File: config.mk
export PLATFORM = sky130hd
export DESIGN_NAME = it_block_tracker_core
export DESIGN_NICKNAME = d
export VERILOG_FILES = /design/src/rtl/itbt_pkg.sv /design/src/rtl/it_block_tracker_core.sv
export VERILOG_INCLUDE_DIRS = /design/src /design/src/rtl
export SDC_FILE = /design/constraint.sdc
export NUM_CORES = 1
export LEC_CHECK = 0
export ABC_CLOCK_PERIOD_IN_PS = 3600
export BUFFER_PORTS_ARGS = -buffer_cell sky130_fd_sc_hd__buf_2
export CAP_MARGIN = 20
export CORE_MARGIN = 5
export CORE_UTILIZATION = 49
export CTS_CLUSTER_DIAMETER = 80
export DETAILED_ROUTE_END_ITERATION = 6
export PLACE_DENSITY = 0.82
export SLEW_MARGIN = 30
export SYNTH_ARGS = -nofsm -noshare
export SYNTH_HDL_FRONTEND = slang
export SYNTH_SLANG_ARGS = --single-unit
File: constraint.sdc
create_clock -name clk -period 3.6 [get_ports clk]
set_input_delay 0.54 -clock clk [delete_from_list [all_inputs] [get_ports clk]]
set_output_delay 0.54 -clock clk [all_outputs]
set_load 0.02 [all_outputs]
File: src/rtl/it_block_tracker_core_assert.svh
// ----------------------------------------------------------------------------
// it_block_tracker_core_assert.svh
// Assertion macros shared by the IT block tracker RTL.
// ----------------------------------------------------------------------------
`ifndef IT_BLOCK_TRACKER_CORE_ASSERT_SVH
`define IT_BLOCK_TRACKER_CORE_ASSERT_SVH

// Same-cycle implication, checked on every rising edge outside reset.
`define ITBT_ASSERT_NOW(label, clk, rst_n, ante, cons) \
    label: assert property (@(posedge clk) disable iff (!rst_n) (ante) |-> (cons)) \
        else $error("IT block tracker check failed");

// Next-cycle implication, checked on every rising edge outside reset.
`define ITBT_ASSERT_NEXT(label, clk, rst_n, ante, cons) \
    label: assert property (@(posedge clk) disable iff (!rst_n) (ante) |=> (cons)) \
        else $error("IT block tracker check failed");

`endif

File: src/rtl/itbt_pkg.sv
// ----------------------------------------------------------------------------
// itbt_pkg
// Types and constants of the Thumb-2 IT block tracker.
// ----------------------------------------------------------------------------
package itbt_pkg;

    typedef enum logic [1:0] {
        OP_IT   = 2'd0,
        OP_INSN = 2'd1,
        OP_END  = 2'd2
    } op_t;

    typedef enum logic [1:0] {
        ERR_NONE         = 2'd0,
        ERR_MISMATCH     = 2'd1,
        ERR_IT_PENDING   = 2'd2,
        ERR_AREA_PENDING = 2'd3
    } err_t;

    localparam logic [15:0] IT_BASE    = 16'hBF00;
    localparam logic [3:0]  COND_AL    = 4'd14;
    localparam logic [3:0]  MASK_FIRST = 4'h8;
    localparam logic [2:0]  SLOTS_MAX  = 3'd4;

endpackage

File: src/rtl/it_block_tracker_core.sv
// ----------------------------------------------------------------------------
// it_block_tracker_core
// Tracks explicit and implicit Thumb-2 IT blocks over a stream of items and
// produces one result per item: the IT halfword to emit and any error.
//
//   Channel   Direction  Carries
//   s_axis    in         op (tuser); cond, then_else, block_len, is_thumb,
//                        position (tdata)
//   m_axis    out        emit_it (tuser); it_word, it_position, error_code,
//                        al_warning (tdata)
//
// One item is taken every cycle unless a stalled result holds the input register;
// each item passes through the input register and then the result register,
// and its result is valid once it reaches the result register.
// The block state updates as an item moves into the result register.
// A stalled result holds its item, and the input register still takes one
// more item behind it.
// Reset returns the tracker to no open block with condition AL.
// ----------------------------------------------------------------------------
module it_block_tracker_core #(
    parameter int  POSITION_BITS = 24,
    localparam int IN_W          = ((11 + POSITION_BITS + 7) / 8) * 8,
    localparam int OUT_W         = ((19 + POSITION_BITS + 7) / 8) * 8
) (
    input  logic                   clk,
    input  logic                   rst_n,
    input  logic                   s_axis_tvalid,
    output logic                   s_axis_tready,
    // cond[3:0], then_else[6:4], block_len[9:7], is_thumb[10], position, zero fill
    input  logic [IN_W-1:0]        s_axis_tdata,
    // op[1:0]
    input  logic [1:0]             s_axis_tuser,
    output logic                   m_axis_tvalid,
    input  logic                   m_axis_tready,
    // it_word[15:0], it_position, error_code, al_warning, zero fill
    output logic [OUT_W-1:0]       m_axis_tdata,
    // emit_it
    output logic                   m_axis_tuser
);

    // Input register.
    logic                     in_valid_reg;
    logic [1:0]               in_op_reg;
    logic [3:0]               in_cond_reg;
    logic [2:0]               in_te_reg;
    logic [2:0]               in_len_reg;
    logic                     in_thumb_reg;
    logic [POSITION_BITS-1:0] in_pos_reg;

    // Result register.
    logic                     out_valid_reg;
    logic                     out_emit_reg;
    logic [15:0]              out_word_reg;
    logic [POSITION_BITS-1:0] out_pos_reg;
    logic [1:0]               out_err_reg;
    logic                     out_warn_reg;

    // Block state.
    logic [3:0]               first_cond_reg,  first_cond_next;
    logic [3:0]               then_flags_reg,  then_flags_next;
    logic [2:0]               slot_count_reg,  slot_count_next;
    logic [2:0]               slot_index_reg,  slot_index_next;
    logic                     implicit_reg,    implicit_next;
    logic [POSITION_BITS-1:0] block_pos_reg,   block_pos_next;

    logic                     emit_next;
    logic [1:0]               err_next;
    logic                     warn_next;
    logic [3:0]               mask_next;
    logic [15:0]              word_next;
    logic                     advance;
    logic                     take_in;

    assign advance       = !out_valid_reg || m_axis_tready;
    assign s_axis_tready = !in_valid_reg || advance;
    assign take_in       = s_axis_tvalid && s_axis_tready;

    always_comb
    begin
        logic       pending;
        logic [2:0] len;
        logic [3:0] len_mask;
        logic [1:0] idx;
        logic [3:0] expect_cond;
        logic       c0;

        pending         = (slot_index_reg != slot_count_reg);
        first_cond_next = first_cond_reg;
        then_flags_next = then_flags_reg;
        slot_count_next = slot_count_reg;
        slot_index_next = slot_index_reg;
        implicit_next   = implicit_reg;
        block_pos_next  = block_pos_reg;
        emit_next       = 1'b0;
        err_next        = itbt_pkg::ERR_NONE;
        warn_next       = 1'b0;
        len             = in_len_reg;
        len_mask        = 4'b0001;
        idx             = slot_index_reg[1:0];
        expect_cond     = first_cond_reg ^ {3'b000, ~then_flags_reg[idx]};

        if (len == 3'd0)
        begin
            len = 3'd1;
        end
        else if (len > itbt_pkg::SLOTS_MAX)
        begin
            len = itbt_pkg::SLOTS_MAX;
        end

        case (len)
            3'd2:    len_mask = 4'b0011;
            3'd3:    len_mask = 4'b0111;
            3'd4:    len_mask = 4'b1111;
            default: len_mask = 4'b0001;
        endcase

        unique case (in_op_reg)
            itbt_pkg::OP_IT:
            begin
                if (pending)
                begin
                    err_next = itbt_pkg::ERR_IT_PENDING;
                end
                warn_next       = (in_cond_reg == itbt_pkg::COND_AL) && (len != 3'd1);
                first_cond_next = in_cond_reg;
                then_flags_next = {in_te_reg, 1'b1} & len_mask;
                slot_count_next = len;
                slot_index_next = 3'd0;
                implicit_next   = 1'b0;
                block_pos_next  = in_pos_reg;
                emit_next       = in_thumb_reg;
            end
            itbt_pkg::OP_INSN:
            begin
                if (pending)
                begin
                    if (in_cond_reg != expect_cond)
                    begin
                        err_next = itbt_pkg::ERR_MISMATCH;
                    end
                    slot_index_next = slot_index_reg + 3'd1;
                end
                else if (implicit_reg && (slot_count_reg != itbt_pkg::SLOTS_MAX))
                begin
                    if (!in_thumb_reg || (in_cond_reg == itbt_pkg::COND_AL))
                    begin
                        first_cond_next = itbt_pkg::COND_AL;
                        then_flags_next = 4'd0;
                        slot_count_next = 3'd0;
                        slot_index_next = 3'd0;
                        implicit_next   = 1'b0;
                        block_pos_next  = '0;
                    end
                    else
                    begin
                        if (in_cond_reg == first_cond_reg)
                        begin
                            then_flags_next[slot_count_reg[1:0]] = 1'b1;
                            slot_count_next = slot_count_reg + 3'd1;
                            slot_index_next = slot_count_reg + 3'd1;
                        end
                        else if (in_cond_reg == (first_cond_reg ^ 4'd1))
                        begin
                            then_flags_next[slot_count_reg[1:0]] = 1'b0;
                            slot_count_next = slot_count_reg + 3'd1;
                            slot_index_next = slot_count_reg + 3'd1;
                        end
                        else
                        begin
                            first_cond_next = in_cond_reg;
                            then_flags_next = 4'b0001;
                            slot_count_next = 3'd1;
                            slot_index_next = 3'd1;
                            implicit_next   = 1'b1;
                            block_pos_next  = in_pos_reg;
                        end
                        emit_next = 1'b1;
                    end
                end
                else if (in_thumb_reg && (in_cond_reg != itbt_pkg::COND_AL))
                begin
                    first_cond_next = in_cond_reg;
                    then_flags_next = 4'b0001;
                    slot_count_next = 3'd1;
                    slot_index_next = 3'd1;
                    implicit_next   = 1'b1;
                    block_pos_next  = in_pos_reg;
                    emit_next       = 1'b1;
                end
            end
            itbt_pkg::OP_END:
            begin
                if (pending)
                begin
                    err_next = itbt_pkg::ERR_AREA_PENDING;
                end
                first_cond_next = itbt_pkg::COND_AL;
                then_flags_next = 4'd0;
                slot_count_next = 3'd0;
                slot_index_next = 3'd0;
                implicit_next   = 1'b0;
                block_pos_next  = '0;
            end
            default:
            begin
            end
        endcase

        // The mask puts slot two at bit 3 and ends with a single one bit.
        c0 = first_cond_next[0];
        case (slot_count_next)
            3'd2:
                mask_next = {~c0 ^ then_flags_next[1], 3'b100};
            3'd3:
                mask_next = {~c0 ^ then_flags_next[1], ~c0 ^ then_flags_next[2], 2'b10};
            3'd4:
                mask_next = {~c0 ^ then_flags_next[1], ~c0 ^ then_flags_next[2],
                             ~c0 ^ then_flags_next[3], 1'b1};
            default:
                mask_next = itbt_pkg::MASK_FIRST;
        endcase
        word_next = itbt_pkg::IT_BASE | {8'h00, first_cond_next, mask_next};
    end

    always_ff @(posedge clk or negedge rst_n)
    begin
        if (!rst_n)
        begin
            in_valid_reg   <= 1'b0;
            out_valid_reg  <= 1'b0;
            first_cond_reg <= itbt_pkg::COND_AL;
            then_flags_reg <= 4'd0;
            slot_count_reg <= 3'd0;
            slot_index_reg <= 3'd0;
            implicit_reg   <= 1'b0;
            block_pos_reg  <= '0;
        end
        else
        begin
            if (take_in)
            begin
                in_valid_reg <= 1'b1;
            end
            else if (advance)
            begin
                in_valid_reg <= 1'b0;
            end
            if (advance)
            begin
                out_valid_reg <= in_valid_reg;
            end
            if (advance && in_valid_reg)
            begin
                first_cond_reg <= first_cond_next;
                then_flags_reg <= then_flags_next;
                slot_count_reg <= slot_count_next;
                slot_index_reg <= slot_index_next;
                implicit_reg   <= implicit_next;
                block_pos_reg  <= block_pos_next;
            end
        end
    end

    always_ff @(posedge clk)
    begin
        if (take_in)
        begin
            in_op_reg    <= s_axis_tuser;
            in_cond_reg  <= s_axis_tdata[3:0];
            in_te_reg    <= s_axis_tdata[6:4];
            in_len_reg   <= s_axis_tdata[9:7];
            in_thumb_reg <= s_axis_tdata[10];
            in_pos_reg   <= s_axis_tdata[10+POSITION_BITS:11];
        end
        if (advance && in_valid_reg)
        begin
            out_emit_reg <= emit_next;
            out_word_reg <= emit_next ? word_next : 16'd0;
            out_pos_reg  <= emit_next ? block_pos_next : '0;
            out_err_reg  <= err_next;
            out_warn_reg <= warn_next;
        end
    end

    assign m_axis_tvalid = out_valid_reg;
    assign m_axis_tuser  = out_emit_reg;
    assign m_axis_tdata  = OUT_W'({out_warn_reg, out_err_reg, out_pos_reg, out_word_reg});

`include "it_block_tracker_core_assert.svh"

    `ITBT_ASSERT_NOW(a_index_within_count, clk, rst_n, 1'b1,
                     slot_index_reg <= slot_count_reg)
    `ITBT_ASSERT_NOW(a_count_within_max, clk, rst_n, 1'b1,
                     slot_count_reg <= itbt_pkg::SLOTS_MAX)
    `ITBT_ASSERT_NOW(a_implicit_not_pending, clk, rst_n, implicit_reg,
                     slot_index_reg == slot_count_reg)
    `ITBT_ASSERT_NOW(a_emit_word_valid, clk, rst_n, m_axis_tvalid && m_axis_tuser,
                     (m_axis_tdata[15:8] == itbt_pkg::IT_BASE[15:8]) &&
                     (m_axis_tdata[3:0] != 4'd0))

endmodule

==> run metrics, run 1 <==
CP startpoint kind register; Fin. Hold Viols 0; fin nets 523; Max clock buf depth 2; sum of routed wire length over all layers 11100 um; Final Setup Violations 0; vias in the first global route 3441; reg-to-reg startpoint slot_count_reg[0]; Syn Area/Cell 13.07 sq um; Worst Path Arrival 3340 ps; Yosys cell types 63; First DRT Iteration DRCs 336; insertion delay to the later sink of the worst-skew pair 520 ps; cell total after placement 589; vias 3552; CTS tree done; area delta synth->final 21.35%; Final Cycle Share 85.25%; Post-CTS Setup Repair Bufs 0; asr flop ratio synth 35.96%; area of the mapped netlist 0.005045 sq mm; Core Region 0.01018 sq mm; largest net degree at the start of global routing 42; post-CTS resize count 0; Root Buffer clkbuf_8; skew final 8.499 ps; die area 0.01242 sq mm; drt wl/cell 17.87 um; worst relative slew slack 37.82%; Initial Util 49.53%; Setup TNS 0 ps; CP Data Required Time 3870 ps; htree depth 4; fmax 325.8 MHz; number of I/O pins 97; status finished, final reports clean; Row Count 37; CTS clock-pin slew for the worst setup and hold paths 60 ps; Post-synth EDFFs 73; Slew @ Worst Pin 932.8 ps; Routability Congestion 0.9255; Via density 5.720; Synth Flop Type edfxtp_1; IO buf count 85; Worst VDD drop 0.3318 mV; unrepaired setup endpoints after global routing false; met1 track demand over resource 23.89%; worst setup path category register to register; Post-Synthesis Cells 386; grt peak-use layer met2; gr usage total 18.29%; post-route ant nets 0; DRT Pass-1 Iters 5; Diodes inserted 0; Post-DP HPWL 7424 um; grt ovf 0; met3 GRT Util 4.837%; worst hold path type primary input to async pin; Slew Limit Fails 0; CP Capture Type register; Post-CTS Hold Buffers 0; Power Density 721.3 mW/mm^2; Max FO, Critical Path 10; Num CTS Buffers 17; share of cells above drive strength 1 29.48%; initial antenna violation count 0; sequential cell area fraction in the yosys report 63.86%; leakage 0.002520 uW; clock sinks 114; max-capacitance violation count 0; post-layout minimum cycle time 3069 ps; DIE HEIGHT 111.5 um; synthesized flop and latch total 114; global-route wire length before repair 17820 um; met2 Usage GRT 29.43%; Die W 111.5 um; non-filler cells, final 621; Critical path origin slot_count_reg[0]; DRC 0; YS warnings 0
## layer usage
metal	wire (um)	vias to the layer above
met4	226	0
li1	-	1630
met5	0	-
met2	5266	178
met3	910	27
met1	4694	1717
## per-stage QoR
step | instance area [sq um] | hold WS (ps) | worst slack [ps] | power, uW | utilization [%]
4_1_cts | 6120 | 171.2 | 562.8 | 4433 | 60.09
3_5_place_dp | 5525 | 472.1 | 580.2 | 2737 | 54.25
2_1_floorplan | 5064 | 244.4 | 825.4 | 2480 | -
6_report | 6122 | 5.247 | 531.0 | 4416 | 60.11
3_3_place_gp | 5525 | 455.5 | 556.6 | 2716 | 54.25
5_1_grt | 6122 | 44.43 | 392.1 | 4617 | 60.11
## synthesized netlist by cell type (5+ instances only)
master    instances  share of area, %
buf_2             6              0.60
ha_1              5               1.2
o21ai_0           8              0.79
xnor2_1           6               1.0
o21ai_1           6              0.60
dfrtp_1          38                19
xor2_1            6               1.0
edfxtp_1         73                43
buf_4            16               2.4
nand2_1          21               1.6
a21oi_1          16               1.6
nor2_1           41               3.1
a22oi_1          25               3.7
a22o_1           26               4.5
inv_1             8              0.60
clkbuf_1          8              0.60
## worst paths after layout
check	cells past startpoint	slack (ps)	to
setup / recovery	9	530	out_word_reg[1]
max in group asynchronous	1	3210	block_pos_reg[0]
setup reg to reg	9	530	out_word_reg[1]
hold reg to reg	2	480	implicit_reg
hold / removal	1	5	slot_index_reg[2]
min in group clk	1	190	in_pos_reg[17]
## worst max-delay path: stages (launching register included)
cell      delay (ps)
dfrtp_1          350
inv_1             90
ha_1             260
a21boi_2         250
or4b_1           620
nor3_4           400
nand3_2          150
a311oi_2         390
xor2_1           110
a32o_1           210
## cells by family after synthesis
kind of cell / synth area share (%)
AO/OA/AOI/OAI: 18.68
flip-flops: 63.86
AND/OR/NAND/NOR: 8.284
buffers and inverters: 4.911
XOR/XNOR: 2.083
adder cells (fa/ha/maj): 1.240
multiplexers: 0.8680
other: 0.07433
## power breakdown
part           internal [uW]  total, uW  leakage [uW]  switching (uW)
logic                    371        972      0.000997             602
clock network           1060       1690      0.000287             622
registers               1620       1760       0.00124             136
total                   3060       4420       0.00252            1360
## cell type report
type / count / area (sq um)
multi-input combinational: 235 / 1595
inverter: 8 / 30.03
clock inverter: 14 / 176.4
fill: 790 / 4063
sequential: 114 / 3222
tap: 136 / 170.2
clock buffer: 18 / 417.9
timing repair buffer: 96 / 510.5
## placed cells by master (no fill, tap or decap), types with 3 or more instances in the layout
master	Yosys	final
a21oi_1	16	16
a22o_1	26	26
a22oi_1	25	25
a31oi_1	4	4
a32o_1	3	3
a32oi_1	3	3
and2_1	4	3
buf_2	6	84
buf_4	16	12
bufinv_16	0	3
clkbuf_16	0	16
conb_1	1	6
dfrtp_1	38	38
dfstp_2	3	3
edfxtp_1	73	73
ha_1	5	5
inv_1	8	8
inv_6	0	5
nand2_1	21	21
nand2b_1	4	4
nand3_1	3	3
nor2_1	41	41
nor3_1	3	3
o21ai_0	8	8
o21ai_1	6	6
o31ai_1	3	3
o32a_1	4	4
xnor2_1	6	6
xor2_1	6	6
Power figures use the tool's default switching activity.
==> run 2: changes to the inputs <==
--- a/config.mk
+++ b/config.mk
@@ -10,10 +10,10 @@
 export BUFFER_PORTS_ARGS = -buffer_cell sky130_fd_sc_hd__buf_2
 export CAP_MARGIN = 20
 export CORE_MARGIN = 5
-export CORE_UTILIZATION = 49
+export CORE_UTILIZATION = 31
 export CTS_CLUSTER_DIAMETER = 80
 export DETAILED_ROUTE_END_ITERATION = 6
-export PLACE_DENSITY = 0.82
+export PLACE_DENSITY = 0.6
 export SLEW_MARGIN = 30
 export SYNTH_ARGS = -nofsm -noshare
 export SYNTH_HDL_FRONTEND = slang
==> run 2 against run 1 <==
Sequential power about the same. Global-route usage decreased by 4.1 points. Hold slack improved by 110 ps. Register-to-register slack got worse by 150 ps. Largest power group unchanged.
==> run metrics, run 2 (same netlist as run 1, synthesis figures left out) <==
die area 0.01893 sq mm (was 0.01242 sq mm); post-CTS resize count 0 (unchanged); clock sinks 114 (unchanged); CP startpoint kind register (unchanged); vias in the first global route 3620 (was 3441); cell repeated most along the worst path a32o_1; worst relative slew slack 44.08% (was 37.82%); post-layout minimum cycle time 3223 ps (was 3069 ps); gr usage total 14.19% (was 18.29%); CP Cell Sequence inv_1 > ha_1 > a21boi_2 > or4b_1 > nor3_4 > a32o_1 > a211oi_2 > nand2b_1 > a32o_1 (was inv_1 > ha_1 > a21boi_2 > or4b_1 > nor3_4 > nand3_2 > a311oi_2 > xor2_1 > a32o_1); unrepaired setup endpoints after global routing false (unchanged); CP Capture Type register (unchanged); insertion delay to the later sink of the worst-skew pair 410 ps (was 520 ps); Worst Path Arrival 3380 ps (was 3340 ps); Die W 137.6 um (was 111.5 um); Worst VDD drop 0.2728 mV (was 0.3318 mV); skew final 7.313 ps (was 8.499 ps); IO buf count 85 (unchanged); Diodes inserted 0 (unchanged); Row Count 46 (was 37); sum of routed wire length over all layers 12510 um (was 11100 um); Slew @ Worst Pin 838.7 ps (was 932.8 ps); Fin. Hold Viols 0 (unchanged); Max FO, Critical Path 10 (unchanged); DRT Pass-1 Iters 5 (unchanged); vias 3503 (was 3552); worst hold path type primary input to async pin (unchanged); initial antenna violation count 0 (unchanged); commonest non-fill, non-tap cell in the layout buf_2 (unchanged); Worst Hold Slack 118.3 ps (was 5.247 ps); status finished, final reports clean (unchanged); design area 0.006240 sq mm (was 0.006122 sq mm); Root Buffer clkbuf_16 (was clkbuf_8); Post-CTS Hold Buffers 0 (unchanged); max-capacitance violation count 0 (unchanged); largest net degree at the start of global routing 42 (unchanged); Final Cycle Share 89.53% (was 85.25%); area delta synth->final 23.69% (was 21.35%); CTS tree done (unchanged); share of cells above drive strength 1 29.63% (was 29.48%); CTS clock-pin slew for the worst setup and hold paths 60 ps (about the same); Setup TNS 0 ps (unchanged); Core Region 0.01594 sq mm (was 0.01018 sq mm); Final Setup Violations 0 (unchanged); Post-CTS Setup Repair Bufs 0 (unchanged); crit-path max cell delay 610 ps (was 620 ps); worst setup path category register to register (unchanged); PnR worst setup slack 376.8 ps (was 531.0 ps); fin nets 524 (was 523); Num CTS Buffers 17 (unchanged); post-route ant nets 0 (unchanged); Max clock buf depth 2 (unchanged); Placement Cell Area 0.005633 sq mm (was 0.005525 sq mm); Initial Util 31.64% (was 49.53%); Power Density 713.7 mW/mm^2 (was 721.3 mW/mm^2); most frequent cells in the layout buf_2 (84), edfxtp_1 (73), nor2_1 (41), dfrtp_1 (38), a22o_1 (26) (unchanged); slowest CP cell or4b_1 (unchanged); number of I/O pins 97 (unchanged); leakage 0.002521 uW (was 0.002520 uW); global-route wire length before repair 20020 um (was 17820 um); DP Worst Slack 480.9 ps (was 580.2 ps); fmax 310.2 MHz (was 325.8 MHz); CP Data Required Time 3760 ps (was 3870 ps); DIE HEIGHT 137.6 um (was 111.5 um); Final Core Density 39.14% (was 60.11%); htree depth 4 (unchanged); First DRT Iteration DRCs 223 (was 336); grt ovf 0 (unchanged); Routability Congestion 0.8625 (was 0.9255); DRC 0 (unchanged); Slew Limit Fails 0 (unchanged); drt wl/cell 17.82 um (was 17.87 um); Post-DP HPWL 8772 um (was 7424 um); Via density 4.990 (was 5.720)
## run 2: worst paths after layout
kind / startpoint / end / slack, ps / depth (start not counted)
worst max-delay path: slot_count_reg[0] / out_word_reg[2] / 380 / 9
worst min-delay path: rst_n / in_valid_reg / 120 / 1
worst max register to register: slot_count_reg[0] / out_word_reg[2] / 380 / 9
worst min register to register: implicit_reg / implicit_reg / 470 / 2
max in group asynchronous: rst_n / block_pos_reg[15] / 3080 / 1
min in group clk: s_axis_tdata[23] / in_pos_reg[12] / 300 / 1
## run 2: metrics by stage
stage / total power [uW] / instances
after global routing: 4674 / 702
after global placement: 2748 / 670
after CTS: 4494 / 702
after floorplan: 2480 / 391
final: 4453 / 702
after detailed placement: 2762 / 670
## run 2: per-layer routing
layer / wire length (um) / up-vias / global-route usage (%) / part of all wire, %
li1: - / 1625 / - / -
met4: 186 / 0 / 5.599 / 1.5
met1: 5501 / 1716 / 18.85 / 44
met2: 5763 / 151 / 21.56 / 46
met3: 1061 / 11 / 4.529 / 8.5
met5: 0 / - / 0 / 0
## run 2: area by class of cell
type / instances / area [sq um]
Fill cell: 1533 / 9703
Clock buffer: 20 / 446.7
Multi-Input combinational cell: 235 / 1597
Timing Repair Buffer: 97 / 518.0
Inverter: 8 / 30.03
Tap cell: 216 / 270.3
Sequential cell: 114 / 3222
Clock inverter: 12 / 156.4
## run 2: report_power, final
group,leakage [uW],switching [uW],total (uW),internal (uW)
combinational,0.00100,615,982,366
clock,0.000283,598,1710,1110
sequential,0.00124,142,1770,1620
## run 2: worst max-delay path: cells and delay by family, from the launching register on
family,cells,cell delay (ps)
AO/OA/AOI/OAI,4,880
adder cells (fa/ha/maj),1,270
buffers and inverters,1,130
flip-flops,1,450
AND/OR/NAND/NOR,3,1230
==> run 3: changes to the inputs <==
--- a/config.mk
+++ b/config.mk
@@ -11,6 +11,7 @@
 export CAP_MARGIN = 20
 export CORE_MARGIN = 5
 export CORE_UTILIZATION = 31
+export CTS_BUF_LIST = sky130_fd_sc_hd__clkbuf_4 sky130_fd_sc_hd__clkbuf_8 sky130_fd_sc_hd__clkbuf_16
 export CTS_CLUSTER_DIAMETER = 80
 export DETAILED_ROUTE_END_ITERATION = 6
 export PLACE_DENSITY = 0.6
==> run 3 against run 2 <==
Flip-flop and latch count did not move. Total power rose by 0.28%. Critical path depth did not move. Core utilization barely moved. Die area did not move. Sequential share of layout area fell by 0.062 points. Global-route usage did not move. Combinational power barely moved. Routed wire length fell by 0.12%. Highest routed layer unchanged.
==> run metrics, run 3 (same netlist as run 1, synthesis figures left out) <==
Diodes inserted 0 (unchanged); CP Cell Sequence inv_1 > ha_1 > a21boi_2 > or4b_1 > nor3_4 > a32o_1 > a211oi_2 > nand2b_1 > a32o_1 (unchanged); Die W 137.6 um (unchanged); insertion delay to the later sink of the worst-skew pair 410 ps (about the same); initial antenna violation count 0 (unchanged); Worst VDD drop 0.2728 mV (about the same); area delta synth->final 23.83% (was 23.69%); Setup TNS 0 ps (unchanged); Power Density 714.8 mW/mm^2 (was 713.7 mW/mm^2); Root Buffer clkbuf_16 (unchanged); Max FO, Critical Path 10 (unchanged); R2R depth 9 (unchanged); Critical Path Sink out_word_reg[2] (unchanged); drt wl/cell 17.80 um (was 17.82 um); Fin. Hold Viols 0 (unchanged); Final Setup Violations 0 (unchanged); CP Data Required Time 3760 ps (about the same); reg-to-reg startpoint slot_count_reg[0] (unchanged); cell repeated most along the worst path a32o_1 (unchanged); skew final 7.288 ps (was 7.313 ps); Via density 4.987 (was 4.990); fmax 310.2 MHz (about the same); CTS tree done (unchanged); worst setup path category register to register (unchanged); Post-CTS Setup Repair Bufs 0 (unchanged); worst relative slew slack 44.03% (was 44.08%); Final Cycle Share 89.55% (was 89.53%); share of cells above drive strength 1 30.04% (was 29.63%); Worst Hold Slack 118.7 ps (was 118.3 ps); clock sinks 114 (unchanged); fin nets 524 (unchanged); Routability Congestion 0.8625 (unchanged); leakage 0.002528 uW (was 0.002521 uW); largest net degree at the start of global routing 42 (unchanged); max-capacitance violation count 0 (unchanged); R2R setup slack 380 ps (about the same); Max clock buf depth 2 (unchanged); post-layout minimum cycle time 3224 ps (was 3223 ps); slowest CP cell or4b_1 (unchanged); Row Count 46 (unchanged); DRT Pass-1 Iters 5 (unchanged); post-CTS resize count 0 (unchanged); worst reg2reg endpoint out_word_reg[2] (unchanged); CP startpoint kind register (unchanged); unrepaired setup endpoints after global routing false (unchanged); gr usage total 14.19% (unchanged); Initial Util 31.64% (unchanged); Num CTS Buffers 17 (unchanged); worst hold path type primary input to async pin (unchanged); Worst Path Arrival 3380 ps (about the same); status finished, final reports clean (unchanged); IO buf count 85 (unchanged); Final Core Density 39.19% (was 39.14%); number of I/O pins 97 (unchanged); Critical path origin slot_count_reg[0] (unchanged); CP Capture Type register (unchanged); CTS clock-pin slew for the worst setup and hold paths 60 ps (about the same); First DRT Iteration DRCs 225 (was 223); sum of routed wire length over all layers 12500 um (was 12510 um); global-route wire length before repair 20020 um (unchanged); vias 3501 (was 3503); grt ovf 0 (unchanged); DIE HEIGHT 137.6 um (unchanged); most frequent cells in the layout buf_2 (84), edfxtp_1 (73), nor2_1 (41), dfrtp_1 (38), a22o_1 (26) (unchanged); post-route ant nets 0 (unchanged); crit-path max cell delay 610 ps (about the same); htree depth 4 (unchanged); die area 0.01893 sq mm (unchanged); Post-DP HPWL 8772 um (unchanged); Slew @ Worst Pin 839.5 ps (was 838.7 ps); Core Region 0.01594 sq mm (unchanged); Slew Limit Fails 0 (unchanged); Post-CTS Hold Buffers 0 (unchanged); Power Total 4466 uW (was 4453 uW); commonest non-fill, non-tap cell in the layout buf_2 (unchanged); vias in the first global route 3620 (unchanged); DRC 0 (unchanged)
## run 3: cell types whose count changed in the layout (fill, tap and decap cells not counted)
cell,delta
clkbuf_1,-2
clkbuf_4,+2
## run 3: worst max-delay path: cells and delay by family, from the launching register on
kind	cells	cell delay [ps]
and+or+nand+nor	3	1230
AOI/OAI and AO/OA	4	880
DFF	1	450
adders and majority gates	1	270
buffers and inverters	1	130
## run 3: layer usage
metal,vias to the layer above,GRT usage [%],wire (um)
met5,-,0,0
met4,0,5.599,186
met3,11,4.529,1027
met2,147,21.56,5764
met1,1718,18.85,5520
li1,1625,-,-
## run 3: worst min-delay path by stage
stage	startpoint	endpoint	cells after the start
6_report	rst_n	in_valid_reg	1
5_1_grt	rst_n	slot_count_reg[0]	1
4_1_cts	s_axis_tdata[24]	in_pos_reg[13]	1
3_5_place_dp	implicit_reg	implicit_reg	2
3_3_place_gp	implicit_reg	implicit_reg	2
2_1_floorplan	rst_n	block_pos_reg[0]	0
## run 3: metrics by stage
step / setup slack, ps / area (sq um) / cells
5_1_grt: 193.1 / 6247 / 702
3_3_place_gp: 473.5 / 5633 / 670
2_1_floorplan: 825.4 / 5064 / 391
3_5_place_dp: 480.9 / 5633 / 670
4_1_cts: 437.4 / 6243 / 702
6_report: 376.2 / 6247 / 702
## run 3: power by group
part           total (uW)  switching, uW  internal (uW)
registers            1770            142           1620
clock network        1720            596           1120
logic                 982            616            366
total                4470           1350           3110
## run 3: layout make-up
| class | instances | area [sq um] |
|---|---|---|
| clock buffer | 20 | 454.2 |
| tap | 216 | 270.3 |
| fill | 1536 | 9696 |
| sequential | 114 | 3222 |
| timing repair buffer | 97 | 518.0 |
| inverter | 8 | 30.03 |
| multi-input combinational | 235 | 1597 |
| clock inverter | 12 | 156.4 |
